===== config.mk =====
export PLATFORM = sky130hd
export DESIGN_NAME = led_frame_brightness_encoder
export DESIGN_NICKNAME = d
export VERILOG_FILES = /design/src/hw/rtl/lfbe_pkg.sv /design/src/hw/rtl/led_frame_brightness_encoder.sv /design/src/hw/rtl/lfbe_front.sv /design/src/hw/rtl/lfbe_queue.sv /design/src/hw/rtl/lfbe_div.sv /design/src/hw/rtl/lfbe_ser.sv
export SDC_FILE = /design/constraint.sdc
export NUM_CORES = 2
export LEC_CHECK = 0
export BUFFER_PORTS_ARGS = -buffer_cell sky130_fd_sc_hd__buf_2
export CAP_MARGIN = 20
export CORE_MARGIN = 2
export CORE_UTILIZATION = 35
export DETAILED_ROUTE_END_ITERATION = 12
export PLACE_DENSITY = 0.61
export RECOVER_POWER = 50
export SETUP_SLACK_MARGIN = 0.5
export SLEW_MARGIN = 30
export SYNTH_ARGS = -nofsm -noshare
export SYNTH_HDL_FRONTEND = slang
export SYNTH_HIERARCHICAL = 1
export SYNTH_SLANG_ARGS = --single-unit

===== constraint.sdc =====
create_clock -name clk -period 7 [get_ports clk]
set_input_delay 1.05 -clock clk [delete_from_list [all_inputs] [get_ports clk]]
set_output_delay 1.05 -clock clk [all_outputs]
set_load 0.05 [all_outputs]

===== src/hw/rtl/lfbe_pkg.sv =====
// Shared types, constants and the divider step for the LED frame brightness encoder.
// Used by every module under hw/rtl; depends on nothing else.
`default_nettype none

package lfbe_pkg;

    // Frame layout
    localparam int HEADER_BYTES = 4;
    localparam int HDR_TOTAL    = HEADER_BYTES + 3;
    localparam int LED_BYTES    = 4;

    // Field widths
    localparam int CNT_W  = 10;
    localparam int COL_W  = 16;
    localparam int FSZ_W  = 6;
    localparam int LEN_W  = 12;
    localparam int A_W    = 5;
    localparam int NUM_W  = 29;
    localparam int DV_W   = 28;
    localparam int IDX_W  = 6;

    // Byte codes
    localparam logic [7:0] SYNC_BYTE   = 8'h44;
    localparam logic [7:0] BRIGHT_MARK = 8'hE0;
    localparam logic [7:0] FOOTER_BYTE = 8'hFF;
    localparam logic [7:0] ZERO_BYTE   = 8'h00;

    // Arithmetic constants
    localparam logic [15:0] FULL_SCALE = 16'hFFFF;
    localparam logic [8:0]  LEN_MOD    = 9'd255;
    localparam logic [12:0] COL_SCALE  = 13'd7905;

    // Register map
    localparam logic REG_LED_COUNT = 1'b0;

    localparam int QUEUE_DEPTH = 2;

    // Per-LED control information worked out by the front end
    typedef struct packed {
        logic             hdr;
        logic             last;
        logic [FSZ_W-1:0] fsz;
        logic [7:0]       len_lo;
        logic [3:0]       len_hi;
        logic [A_W-1:0]   a;
    } info_t;

    // Queue entry: control information plus the scaled colour numerators
    typedef struct packed {
        info_t            info;
        logic [NUM_W-1:0] num_b;
        logic [NUM_W-1:0] num_g;
        logic [NUM_W-1:0] num_r;
    } entry_t;

    // Finished LED handed from the divider to the serialiser
    typedef struct packed {
        info_t      info;
        logic [7:0] col_b;
        logic [7:0] col_g;
        logic [7:0] col_r;
    } res_t;

    typedef struct packed {
        logic [NUM_W-1:0] rem;
        logic [1:0]       bits;
    } step_t;

    // Two restoring division steps against the shifted divisor and its half.
    function automatic step_t div_step2(logic [NUM_W-1:0] rem, logic [DV_W-1:0] dv);
        logic [NUM_W-1:0] d1;
        logic [NUM_W-1:0] d2;
        logic [NUM_W-1:0] r1;
        logic             t1;
        logic             t2;
        step_t            s;
        d1     = {1'b0, dv};
        d2     = {2'b00, dv[DV_W-1:1]};
        t1     = rem >= d1;
        r1     = t1 ? rem - d1 : rem;
        t2     = r1 >= d2;
        s.rem  = t2 ? r1 - d2 : r1;
        s.bits = {t1, t2};
        return s;
    endfunction

endpackage

`default_nettype wire


===== src/hw/rtl/led_frame_brightness_encoder.sv =====
// LED frame brightness encoder, top level.
// Input channel: one LED colour (red, green, blue, 16 bits each, 65535 = full
// scale) per transfer on in_valid / in_ready.
// Output channel: one frame byte per transfer on out_valid / out_ready, with
// frame_end on the last footer byte and run_end on the last byte of each LED.
// The first LED of a frame brings seven header bytes, every LED four bytes, and
// the LED that closes the frame the footer bytes.
// Configuration: APB register led_count at address 0 (reset value 1).
// Throughput: set by the one-byte output port and by the colour divider, which
// retires two quotient bits per cycle unless a full result slot holds its last
// step; header and footer bytes add output transfers to their LED.
// A two-entry queue and a result slot let input transfers continue while the
// receiver stalls, until both are full; then in_ready drops.
// Reset empties the pipeline, returns to the start of a frame and sets
// led_count to 1.
// Dependencies: lfbe_pkg, lfbe_front, lfbe_queue, lfbe_div, lfbe_ser.
`default_nettype none

module led_frame_brightness_encoder #(
    parameter int MAX_LEDS = 512
) (
    input  logic        clk,
    input  logic        rst_n,
    input  logic        psel,
    input  logic        penable,
    input  logic        pwrite,
    input  logic [2:0]  paddr,
    input  logic [31:0] pwdata,
    output logic [31:0] prdata,
    output logic        pready,
    input  logic        in_valid,
    output logic        in_ready,
    input  logic [15:0] red,
    input  logic [15:0] green,
    input  logic [15:0] blue,
    output logic        out_valid,
    input  logic        out_ready,
    output logic [7:0]  out_byte,
    output logic        frame_end,
    output logic        run_end
);
    import lfbe_pkg::*;

    logic [CNT_W-1:0] led_count_reg;
    logic [CNT_W-1:0] led_count_next;
    logic             q_push;
    logic             q_pop;
    logic             q_full;
    logic             q_empty;
    entry_t           q_wr;
    entry_t           q_rd;
    logic             res_valid;
    logic             res_take;
    res_t             res;

    // Configuration register
    assign pready = 1'b1;

    always_comb
    begin
        led_count_next = led_count_reg;
        if (psel && penable && pwrite && (paddr[2] == REG_LED_COUNT))
            led_count_next = pwdata[CNT_W-1:0];
        prdata = (paddr[2] == REG_LED_COUNT) ? {{(32-CNT_W){1'b0}}, led_count_reg} : '0;
    end

    always_ff @(posedge clk or negedge rst_n)
    begin
        if (!rst_n)
            led_count_reg <= CNT_W'(1);
        else
            led_count_reg <= led_count_next;
    end

    // Front end, queue, divider and serialiser
    lfbe_front #(
        .MAX_LEDS (MAX_LEDS)
    ) u_front (
        .clk       (clk),
        .rst_n     (rst_n),
        .in_valid  (in_valid),
        .in_ready  (in_ready),
        .red       (red),
        .green     (green),
        .blue      (blue),
        .led_count (led_count_reg),
        .q_full    (q_full),
        .q_push    (q_push),
        .q_data    (q_wr)
    );

    lfbe_queue u_queue (
        .clk     (clk),
        .rst_n   (rst_n),
        .push    (q_push),
        .wr_data (q_wr),
        .pop     (q_pop),
        .rd_data (q_rd),
        .full    (q_full),
        .empty   (q_empty)
    );

    lfbe_div u_div (
        .clk       (clk),
        .rst_n     (rst_n),
        .q_valid   (!q_empty),
        .q_data    (q_rd),
        .q_pop     (q_pop),
        .res_valid (res_valid),
        .res       (res),
        .res_take  (res_take)
    );

    lfbe_ser u_ser (
        .clk       (clk),
        .rst_n     (rst_n),
        .res_valid (res_valid),
        .res       (res),
        .res_take  (res_take),
        .out_valid (out_valid),
        .out_ready (out_ready),
        .out_byte  (out_byte),
        .frame_end (frame_end),
        .run_end   (run_end)
    );

endmodule

`default_nettype wire


===== src/hw/rtl/lfbe_front.sv =====
// Front end: accepts LED colour transfers, tracks the position in the frame and
// works out header, brightness and footer information. Depends on lfbe_pkg.
`default_nettype none

module lfbe_front #(
    parameter int MAX_LEDS = 512
) (
    input  logic                        clk,
    input  logic                        rst_n,
    input  logic                        in_valid,
    output logic                        in_ready,
    input  logic [15:0]                 red,
    input  logic [15:0]                 green,
    input  logic [15:0]                 blue,
    input  logic [lfbe_pkg::CNT_W-1:0]  led_count,
    input  logic                        q_full,
    output logic                        q_push,
    output lfbe_pkg::entry_t            q_data
);
    import lfbe_pkg::*;

    localparam int PosW = (MAX_LEDS > 1) ? $clog2(MAX_LEDS) : 1;
    localparam logic [CNT_W-1:0] MaxCount = CNT_W'(MAX_LEDS);

    logic [PosW-1:0]  pos_reg;
    logic [PosW-1:0]  pos_next;
    logic [CNT_W-1:0] n_eff;
    logic [CNT_W:0]   np1;
    logic [CNT_W-1:0] half;
    logic [CNT_W-1:0] fsum;
    logic [FSZ_W-1:0] fsz;
    logic [LEN_W-1:0] len;
    logic [3:0]       len_q0;
    logic [8:0]       len_r;
    logic             len_corr;
    logic [15:0]      max_rg;
    logic [15:0]      m;
    logic [20:0]      x;
    logic [21:0]      y;
    logic [5:0]       a_q0;
    logic [16:0]      a_r;
    logic             a_corr;
    logic [5:0]       a_sum;
    logic [CNT_W:0]   pos_inc;
    logic             last;

    assign in_ready = !q_full;
    assign q_push   = in_valid && !q_full;

    // Effective LED count, saturated into the supported range
    always_comb
    begin
        if (led_count == '0)
            n_eff = CNT_W'(1);
        else if (led_count > MaxCount)
            n_eff = MaxCount;
        else
            n_eff = led_count;
    end

    // Footer size and total frame length, with the length split by 255
    always_comb
    begin
        np1      = {1'b0, n_eff} + (CNT_W+1)'(1);
        half     = np1[CNT_W:1];
        fsum     = half + CNT_W'(7);
        fsz      = fsum[FSZ_W+2:3];
        len      = LEN_W'(HEADER_BYTES) + LEN_W'(fsz) + {n_eff, 2'b00};
        len_q0   = len[11:8];
        len_r    = {1'b0, len[7:0]} + {5'b0, len_q0};
        len_corr = len_r >= LEN_MOD;
    end

    // Brightness: ceil(max * 31 / 65535), dividing by 2^16 - 1 with one correction
    always_comb
    begin
        max_rg = (green > red) ? green : red;
        m      = (blue > max_rg) ? blue : max_rg;
        x      = {m, 5'b00000} - {5'b00000, m};
        y      = {1'b0, x} + (22'(FULL_SCALE) - 22'd1);
        a_q0   = y[21:16];
        a_r    = {1'b0, y[15:0]} + 17'(a_q0);
        a_corr = a_r >= 17'(FULL_SCALE);
        a_sum  = a_q0 + 6'(a_corr);
    end

    // Position in the frame
    always_comb
    begin
        pos_inc  = (CNT_W+1)'(pos_reg) + (CNT_W+1)'(1);
        last     = pos_inc >= {1'b0, n_eff};
        pos_next = pos_reg;
        if (q_push)
            pos_next = last ? '0 : pos_inc[PosW-1:0];
    end

    // Queue entry
    always_comb
    begin
        q_data.info.hdr    = (pos_reg == '0);
        q_data.info.last   = last;
        q_data.info.fsz    = fsz;
        q_data.info.len_hi = len_q0 + 4'(len_corr);
        q_data.info.len_lo = len_corr ? 8'(len_r - LEN_MOD) : len_r[7:0];
        q_data.info.a      = a_sum[A_W-1:0];
        q_data.num_b       = NUM_W'(blue) * NUM_W'(COL_SCALE);
        q_data.num_g       = NUM_W'(green) * NUM_W'(COL_SCALE);
        q_data.num_r       = NUM_W'(red) * NUM_W'(COL_SCALE);
    end

    always_ff @(posedge clk or negedge rst_n)
    begin
        if (!rst_n)
            pos_reg <= '0;
        else
            pos_reg <= pos_next;
    end

endmodule

`default_nettype wire


===== src/hw/rtl/lfbe_queue.sv =====
// Two-entry queue that decouples the front end from the divider.
// Depends on lfbe_pkg for the entry type and depth.
`default_nettype none

module lfbe_queue (
    input  logic              clk,
    input  logic              rst_n,
    input  logic              push,
    input  lfbe_pkg::entry_t  wr_data,
    input  logic              pop,
    output lfbe_pkg::entry_t  rd_data,
    output logic              full,
    output logic              empty
);
    import lfbe_pkg::*;

    localparam int PtrW = $clog2(QUEUE_DEPTH);

    entry_t          slot_reg [QUEUE_DEPTH];
    logic [PtrW-1:0] wr_ptr_reg;
    logic [PtrW-1:0] wr_ptr_next;
    logic [PtrW-1:0] rd_ptr_reg;
    logic [PtrW-1:0] rd_ptr_next;
    logic [PtrW:0]   count_reg;
    logic [PtrW:0]   count_next;

    assign full    = (count_reg == (PtrW+1)'(QUEUE_DEPTH));
    assign empty   = (count_reg == '0);
    assign rd_data = slot_reg[rd_ptr_reg];

    // Pointer and fill count update
    always_comb
    begin
        wr_ptr_next = push ? wr_ptr_reg + PtrW'(1) : wr_ptr_reg;
        rd_ptr_next = pop ? rd_ptr_reg + PtrW'(1) : rd_ptr_reg;
        count_next  = count_reg + (PtrW+1)'(push) - (PtrW+1)'(pop);
    end

    always_ff @(posedge clk or negedge rst_n)
    begin
        if (!rst_n)
        begin
            wr_ptr_reg <= '0;
            rd_ptr_reg <= '0;
            count_reg  <= '0;
        end
        else
        begin
            wr_ptr_reg <= wr_ptr_next;
            rd_ptr_reg <= rd_ptr_next;
            count_reg  <= count_next;
        end
    end

    // Entry storage
    always_ff @(posedge clk)
    begin
        if (push)
            slot_reg[wr_ptr_reg] <= wr_data;
    end

`ifndef NO_ASSERTIONS
    a_no_overflow: assert property (@(posedge clk) disable iff (!rst_n)
        (push && full) |-> pop)
        else $error("queue written while full");
    a_no_underflow: assert property (@(posedge clk) disable iff (!rst_n)
        pop |-> !empty)
        else $error("queue read while empty");
`endif

endmodule

`default_nettype wire


===== src/hw/rtl/lfbe_div.sv =====
// Colour divider: three lanes share one divisor a * 65535 and retire two quotient
// bits per cycle, stalling only on a full result slot. Depends on lfbe_pkg.
`default_nettype none

module lfbe_div (
    input  logic              clk,
    input  logic              rst_n,
    input  logic              q_valid,
    input  lfbe_pkg::entry_t  q_data,
    output logic              q_pop,
    output logic              res_valid,
    output lfbe_pkg::res_t    res,
    input  logic              res_take
);
    import lfbe_pkg::*;

    logic             busy_reg;
    logic             busy_next;
    logic [1:0]       cnt_reg;
    logic [1:0]       cnt_next;
    logic             res_valid_reg;
    logic             res_valid_next;
    info_t            info_reg;
    logic [NUM_W-1:0] rem_reg [3];
    logic [7:0]       quo_reg [3];
    logic [DV_W-1:0]  dv_reg;
    res_t             res_reg;
    step_t            st [3];
    logic [7:0]       quo_new [3];
    logic [NUM_W-1:0] num_in [3];
    logic [20:0]      divisor;
    logic             slot_free;
    logic             last_step;
    logic             advance;
    logic             done;
    logic             load;

    assign res_valid = res_valid_reg;
    assign res       = res_reg;
    assign q_pop     = load;

    // Handshake between the iteration counter, the queue and the result slot
    always_comb
    begin
        slot_free = !res_valid_reg || res_take;
        last_step = busy_reg && (cnt_reg == 2'd3);
        advance   = busy_reg && (!last_step || slot_free);
        done      = last_step && slot_free;
        load      = q_valid && (!busy_reg || done);
    end

    // Lane steps; lanes are blue, green, red in that order
    always_comb
    begin
        num_in[0] = q_data.num_b;
        num_in[1] = q_data.num_g;
        num_in[2] = q_data.num_r;
        divisor   = {q_data.info.a, 16'h0000} - 21'(q_data.info.a);
        for (int i = 0; i < 3; i++)
        begin
            st[i]      = div_step2(rem_reg[i], dv_reg);
            quo_new[i] = {quo_reg[i][5:0], st[i].bits};
        end
    end

    // Control state
    always_comb
    begin
        busy_next      = busy_reg;
        cnt_next       = cnt_reg;
        res_valid_next = res_valid_reg;
        if (res_take)
            res_valid_next = 1'b0;
        if (done)
        begin
            res_valid_next = 1'b1;
            busy_next      = 1'b0;
        end
        if (advance)
            cnt_next = cnt_reg + 2'd1;
        if (load)
        begin
            busy_next = 1'b1;
            cnt_next  = 2'd0;
        end
    end

    always_ff @(posedge clk or negedge rst_n)
    begin
        if (!rst_n)
        begin
            busy_reg      <= 1'b0;
            cnt_reg       <= 2'd0;
            res_valid_reg <= 1'b0;
        end
        else
        begin
            busy_reg      <= busy_next;
            cnt_reg       <= cnt_next;
            res_valid_reg <= res_valid_next;
        end
    end

    // Datapath: remainders, quotients and the result slot
    always_ff @(posedge clk)
    begin
        if (done)
        begin
            res_reg.info  <= info_reg;
            res_reg.col_b <= (info_reg.a == '0) ? ZERO_BYTE : quo_new[0];
            res_reg.col_g <= (info_reg.a == '0) ? ZERO_BYTE : quo_new[1];
            res_reg.col_r <= (info_reg.a == '0) ? ZERO_BYTE : quo_new[2];
        end
        if (load)
        begin
            info_reg <= q_data.info;
            dv_reg   <= {divisor, 7'b0000000};
            for (int i = 0; i < 3; i++)
            begin
                rem_reg[i] <= num_in[i];
                quo_reg[i] <= 8'h00;
            end
        end
        else if (advance)
        begin
            dv_reg <= {2'b00, dv_reg[DV_W-1:2]};
            for (int i = 0; i < 3; i++)
            begin
                rem_reg[i] <= st[i].rem;
                quo_reg[i] <= quo_new[i];
            end
        end
    end

`ifndef NO_ASSERTIONS
    a_hold_on_full_slot: assert property (@(posedge clk) disable iff (!rst_n)
        (last_step && !slot_free) |=> (busy_reg && cnt_reg == 2'd3))
        else $error("divider moved on while the result slot was occupied");
    a_dark_led_zero: assert property (@(posedge clk) disable iff (!rst_n)
        (res_valid_reg && res_reg.info.a == '0) |->
            (res_reg.col_b == ZERO_BYTE && res_reg.col_g == ZERO_BYTE &&
             res_reg.col_r == ZERO_BYTE))
        else $error("dark LED produced a non-zero colour byte");
`endif

endmodule

`default_nettype wire


===== src/hw/rtl/lfbe_ser.sv =====
// Byte serialiser: turns one finished LED into header, LED and footer bytes, one
// per cycle unless the receiver stalls, into a registered output stage. Depends on lfbe_pkg.
`default_nettype none

module lfbe_ser (
    input  logic            clk,
    input  logic            rst_n,
    input  logic            res_valid,
    input  lfbe_pkg::res_t  res,
    output logic            res_take,
    output logic            out_valid,
    input  logic            out_ready,
    output logic [7:0]      out_byte,
    output logic            frame_end,
    output logic            run_end
);
    import lfbe_pkg::*;

    typedef enum logic [1:0] {
        S_IDLE,
        S_HDR,
        S_LED,
        S_FTR
    } state_t;

    state_t           state_reg;
    state_t           state_next;
    logic [IDX_W-1:0] idx_reg;
    logic [IDX_W-1:0] idx_next;
    res_t             job_reg;
    res_t             job_next;
    logic             out_valid_reg;
    logic             out_valid_next;
    logic [7:0]       out_byte_reg;
    logic [7:0]       out_byte_next;
    logic             frame_end_reg;
    logic             frame_end_next;
    logic             run_end_reg;
    logic             run_end_next;
    logic             emit_en;
    logic [7:0]       cur_byte;
    logic             cur_fend;
    logic             last_byte;

    assign out_valid = out_valid_reg;
    assign out_byte  = out_byte_reg;
    assign frame_end = frame_end_reg;
    assign run_end   = run_end_reg;

    assign emit_en  = (state_reg != S_IDLE) && (!out_valid_reg || out_ready);
    assign res_take = res_valid && ((state_reg == S_IDLE) || (emit_en && last_byte));

    // Current byte of the job
    always_comb
    begin
        cur_byte  = ZERO_BYTE;
        cur_fend  = 1'b0;
        last_byte = 1'b0;
        unique case (state_reg)
            S_HDR:
            begin
                unique case (idx_reg)
                    IDX_W'(0): cur_byte = SYNC_BYTE;
                    IDX_W'(1): cur_byte = job_reg.info.len_lo;
                    IDX_W'(2): cur_byte = {4'h0, job_reg.info.len_hi};
                    default:   cur_byte = ZERO_BYTE;
                endcase
            end
            S_LED:
            begin
                unique case (idx_reg[1:0])
                    2'd0:    cur_byte = BRIGHT_MARK | {3'b000, job_reg.info.a};
                    2'd1:    cur_byte = job_reg.col_b;
                    2'd2:    cur_byte = job_reg.col_g;
                    default: cur_byte = job_reg.col_r;
                endcase
                last_byte = (idx_reg == IDX_W'(LED_BYTES - 1)) && !job_reg.info.last;
            end
            S_FTR:
            begin
                cur_byte  = FOOTER_BYTE;
                cur_fend  = (idx_reg == job_reg.info.fsz - IDX_W'(1));
                last_byte = cur_fend;
            end
            default:
            begin
                cur_byte = ZERO_BYTE;
            end
        endcase
    end

    // Sequencing and the output stage
    always_comb
    begin
        state_next     = state_reg;
        idx_next       = idx_reg;
        job_next       = job_reg;
        out_valid_next = out_valid_reg;
        out_byte_next  = out_byte_reg;
        frame_end_next = frame_end_reg;
        run_end_next   = run_end_reg;

        if (emit_en)
        begin
            out_valid_next = 1'b1;
            out_byte_next  = cur_byte;
            frame_end_next = cur_fend;
            run_end_next   = last_byte;
        end
        else if (out_ready)
        begin
            out_valid_next = 1'b0;
        end

        if (emit_en)
        begin
            if (last_byte)
            begin
                state_next = S_IDLE;
            end
            else
            begin
                unique case (state_reg)
                    S_HDR:
                    begin
                        if (idx_reg == IDX_W'(HDR_TOTAL - 1))
                        begin
                            state_next = S_LED;
                            idx_next   = '0;
                        end
                        else
                        begin
                            idx_next = idx_reg + IDX_W'(1);
                        end
                    end
                    S_LED:
                    begin
                        if (idx_reg == IDX_W'(LED_BYTES - 1))
                        begin
                            state_next = S_FTR;
                            idx_next   = '0;
                        end
                        else
                        begin
                            idx_next = idx_reg + IDX_W'(1);
                        end
                    end
                    default:
                    begin
                        idx_next = idx_reg + IDX_W'(1);
                    end
                endcase
            end
        end

        if (res_take)
        begin
            job_next   = res;
            state_next = res.info.hdr ? S_HDR : S_LED;
            idx_next   = '0;
        end
    end

    always_ff @(posedge clk or negedge rst_n)
    begin
        if (!rst_n)
        begin
            state_reg     <= S_IDLE;
            idx_reg       <= '0;
            job_reg       <= '0;
            out_valid_reg <= 1'b0;
            out_byte_reg  <= ZERO_BYTE;
            frame_end_reg <= 1'b0;
            run_end_reg   <= 1'b0;
        end
        else
        begin
            state_reg     <= state_next;
            idx_reg       <= idx_next;
            job_reg       <= job_next;
            out_valid_reg <= out_valid_next;
            out_byte_reg  <= out_byte_next;
            frame_end_reg <= frame_end_next;
            run_end_reg   <= run_end_next;
        end
    end

`ifndef NO_ASSERTIONS
    a_frame_end_closes_run: assert property (@(posedge clk) disable iff (!rst_n)
        (out_valid_reg && frame_end_reg) |-> run_end_reg)
        else $error("frame end without end of run");
    a_footer_only_on_last: assert property (@(posedge clk) disable iff (!rst_n)
        (state_reg == S_FTR) |-> job_reg.info.last)
        else $error("footer started for an LED that does not close the frame");
`endif

endmodule

`default_nettype wire


==> impl_results.md <==
- Initial Util: a little over a third
- Largest family of logic cells by synthesized area: adder cells
- Hold depth: 0
- Post-synth EDFFs: around 420
- CP endpoint kind: register
- Vias in the first global route: 35,700
- Ports: about 140
- Post-Synth XOR/XNOR Area: about 5.6%
- Placer Congestion: just over 0.9
- Worst Skew: about 79 ps
- Pins Over Slew Limit: roughly 430
- Min setup slack post-route: -2070 ps
- Mean area per synthesized cell: roughly 10 um^2
- Core Region: ~0.14 mm^2
- Unrepaired setup endpoints after global routing: true
- Seq/Total Area, Yosys: 32.0%
- DIE HEIGHT: between 300 and 400 um
- Via count: about 36,000
- Chip Width: 373 um
- Highest metal used: met4
- Mux share of post-synthesis cell area: roughly 6.9%
- Cells after DPL: roughly 6,700
- Worst Hold Endpoint: u_div/res[33]$_DFFE_PP_
- IO Port Bufs: 87
- Met3 WL: just over 5 mm
- Worst R2R Setup Slack: 190 ps
- Netlist Area Pre-Place: ~0.048 mm^2
- Crit share post-route: 130%
- Die area: between 0.1 and 0.15 mm^2
- Slowest cell on crit path: or4_4
- CTS clk-pin slew, worst paths: approximately 60 ps
- Synth Flop Type: edfxtp_1
- Fraction of layout cells with a size suffix above 1: 19.7%
- Largest net degree at the start of global routing: roughly 110
- Max FO, Critical Path: 8
- Maxcap violations: 7
- Synth Area in Compound Gates: approximately 15%
- R2R Path End: u_div/rem_reg[0][20]$_DFFE_PP_
- Fin crit period: a little over 9000 ps
- Worst R2R Path Depth: 20
- Antenna violation net count after detailed routing: 0
- Max FFs per register: about 220
- TritonCTS clock tree: yes
- Final Non-Filler Cells: around 7,000
- Synth Area in Simple Gates: between 10 and 15%
- Status: complete, but fails checks
- Synthesis-to-finish area growth: 17.7%
- DP Area: between 0.05 and 0.06 mm^2
- Clock Sinks: roughly 530
- Worst-Skew Late Latency: 680 ps
- Hold path start: u_div/info_reg[9]$_DFFE_PP_
- Wire length on met2: between 60 and 70 mm
- Distinct cells, synth: between 100 and 150
- CTS Buf Count: 58
- Max Clock Freq: 110 MHz
- Syn. warnings: 6
- Drt wl/cell: roughly 19 um
- FFs w/ async S/R, synth: 17.9%
- Hold Fails Final Rpt: 0
- Synth Register Bits: between 500 and 600
- Syn Inst Count: between 4,000 and 5,000
- NumNets Final: 5,941
- Initial antenna violation count: 5
- Failing checks: max-capacitance violations, max-slew violations, negative setup slack
- Rel. slew slack: -108%
- CP Class: in -> reg
- Tot GR Track Use: 18.7%
- Worst path required time: roughly 7400 ps
- Final setup fails: 10
- Reg2Reg Launch Point: u_div/dv_reg[19]$_DFFE_PP_
- Clk buf depth: 3
- First-pass GRT wire length: roughly 200 mm
- # DRC: 0
- H-tree level count: 2
- Post-Layout Inst Area: ~0.056 mm^2
- Layout fillers: between 10,000 and 15,000
- WL met1: ~57 mm
- Worst Setup Start Kind: primary input
- Commonest non-fill, non-tap cell in the layout: ha_1
- HP Class: reg -> reg
- Root Buffer: clkbuf_16
- Detailed Route Iter0 Violations: 2,097
- Num rows: 135
- Post-layout util: 41.4%
- Most frequent cells in the layout: ha_1 (523), inv_1 (489), edfxtp_1 (424), buf_4 (391), nand2_1 (321)
- Final WL: 132 mm
- First-pass DRT Iterations: 8
- Total grt overflow: 0
- Vias per cell: 5.22
- Synth Area in Adders: about a quarter
- Worst Max-Slew Pin Slew: slightly above 3000 ps
- DP HPWL: a little over 100 mm
- CP arrival: roughly 9500 ps
- Max stage delay on crit path: around 500 ps
==> logic make-up (layout without fill, tap and decap cells) <==
family,after synthesis,count (layout)
XOR/XNOR,298,298
AND/OR/NAND/NOR,1006,1006
multiplexers,274,274
flip-flops,525,525
buffers and inverters,674,1134
AO/OA/AOI/OAI,1060,1060
other,2,24
adder cells (fa/ha/maj),791,791
==> what timing repair did <==
action / in CTS / in global routing
cloned: 3 / 0
buffers inserted: 35 / 20
endpoints found under the setup margin: 48 / 108
pin swaps: 47 / 57
hold buffers: 0 / 0
resized for setup: 167 / 130
==> through the flow <==
stage                     hold slack (ps)  worst slack [ps]  setup TNS (ps)
final                                 420             -2070          -19530
after global routing                  426             -2340          -37050
after CTS                             414             -1830          -17300
after detailed placement              405             -3030          -31980
after global placement                402             -2890          -29690
after floorplan                       400             -3040          -29150
==> per-layer routing <==
| metal | track usage, % | up-vias |
|---|---|---|
| met4 | 6.77 | 0 |
| met2 | 32.4 | 790 |
| met5 | 0 | - |
| li1 | - | 17400 |
| met1 | 24.1 | 17600 |
| met3 | 1.80 | 209 |
==> cells in the mapped netlist, types with 15 or more instances <==
| cell type | instances | share of area [%] |
|---|---|---|
| dfrtp_1 | 93 | 4.9 |
| o31ai_1 | 20 | 0.32 |
| nand4_1 | 48 | 0.63 |
| and3_1 | 43 | 0.57 |
| and2_1 | 27 | 0.36 |
| nor2_1 | 205 | 1.6 |
| o21a_1 | 34 | 0.54 |
| buf_2 | 15 | 0.16 |
| a221oi_1 | 15 | 0.28 |
| fa_1 | 240 | 10 |
| o21ai_0 | 267 | 2.8 |
| nand3_1 | 78 | 0.82 |
| or3_1 | 21 | 0.28 |
| a21o_1 | 95 | 1.5 |
| mux2_2 | 116 | 2.7 |
| a21oi_1 | 266 | 2.8 |
| o22ai_1 | 19 | 0.25 |
| nand2b_1 | 39 | 0.51 |
| or2_2 | 18 | 0.24 |
| o21bai_1 | 61 | 0.96 |
| mux2_4 | 81 | 2.6 |
| xor2_1 | 92 | 1.7 |
| ha_1 | 549 | 14 |
| buf_4 | 44 | 0.69 |
| nand2_1 | 327 | 2.6 |
| a31oi_1 | 44 | 0.58 |
| clkbuf_1 | 87 | 0.69 |
| mux2i_1 | 77 | 1.6 |
| a211oi_1 | 33 | 0.52 |
| nor3_1 | 65 | 0.68 |
| xnor2_1 | 203 | 3.7 |
| edfxtp_1 | 424 | 27 |
| inv_1 | 505 | 4.0 |
| o211ai_1 | 35 | 0.55 |
| nor2b_1 | 68 | 0.90 |
==> worst max-delay path by stage <==
| stage | from | end | slack [ps] | depth (start not counted) |
|---|---|---|---|---|
| 2_1_floorplan | red[15] | u_queue/slot_reg[0][91]$_DFFE_PP_ | -3040 | 49 |
| 3_3_place_gp | red[8] | u_queue/slot_reg[0][91]$_DFFE_PP_ | -2890 | 42 |
| 3_5_place_dp | red[10] | u_queue/slot_reg[0][91]$_DFFE_PP_ | -3030 | 42 |
| 4_1_cts | red[15] | u_queue/slot_reg[0][91]$_DFFE_PP_ | -1830 | 46 |
| 5_1_grt | green[4] | u_queue/slot_reg[1][91]$_DFFE_PP_ | -2340 | 44 |
| 6_report | green[4] | u_queue/slot_reg[1][89]$_DFFE_PP_ | -2070 | 45 |
==> critical path, delay by kind of cell <==
kind	cells	cell delay (ps)
and+or+nand+nor	11	2610
AOI/OAI and AO/OA	12	2160
adders and majority gates	7	1660
buffers and inverters	10	1270
muxes	2	390
xor gates and xnor gates	3	310
==> cell type report <==
cell class,count,area (um^2),area share [%]
well taps,1781,2230,3.98
clock buffers,75,1540,2.74
multi-input cells,3452,30700,54.9
repair buffers,517,3870,6.92
inverters,508,1920,3.43
clock inverters,34,440,0.787
diodes,1,2.50,0.00447
flip-flops and latches,525,15200,27.2
Power is left out: the tool's default activity adds up to more than one toggle a clock period on the data nets, which glitch-free logic cannot reach.
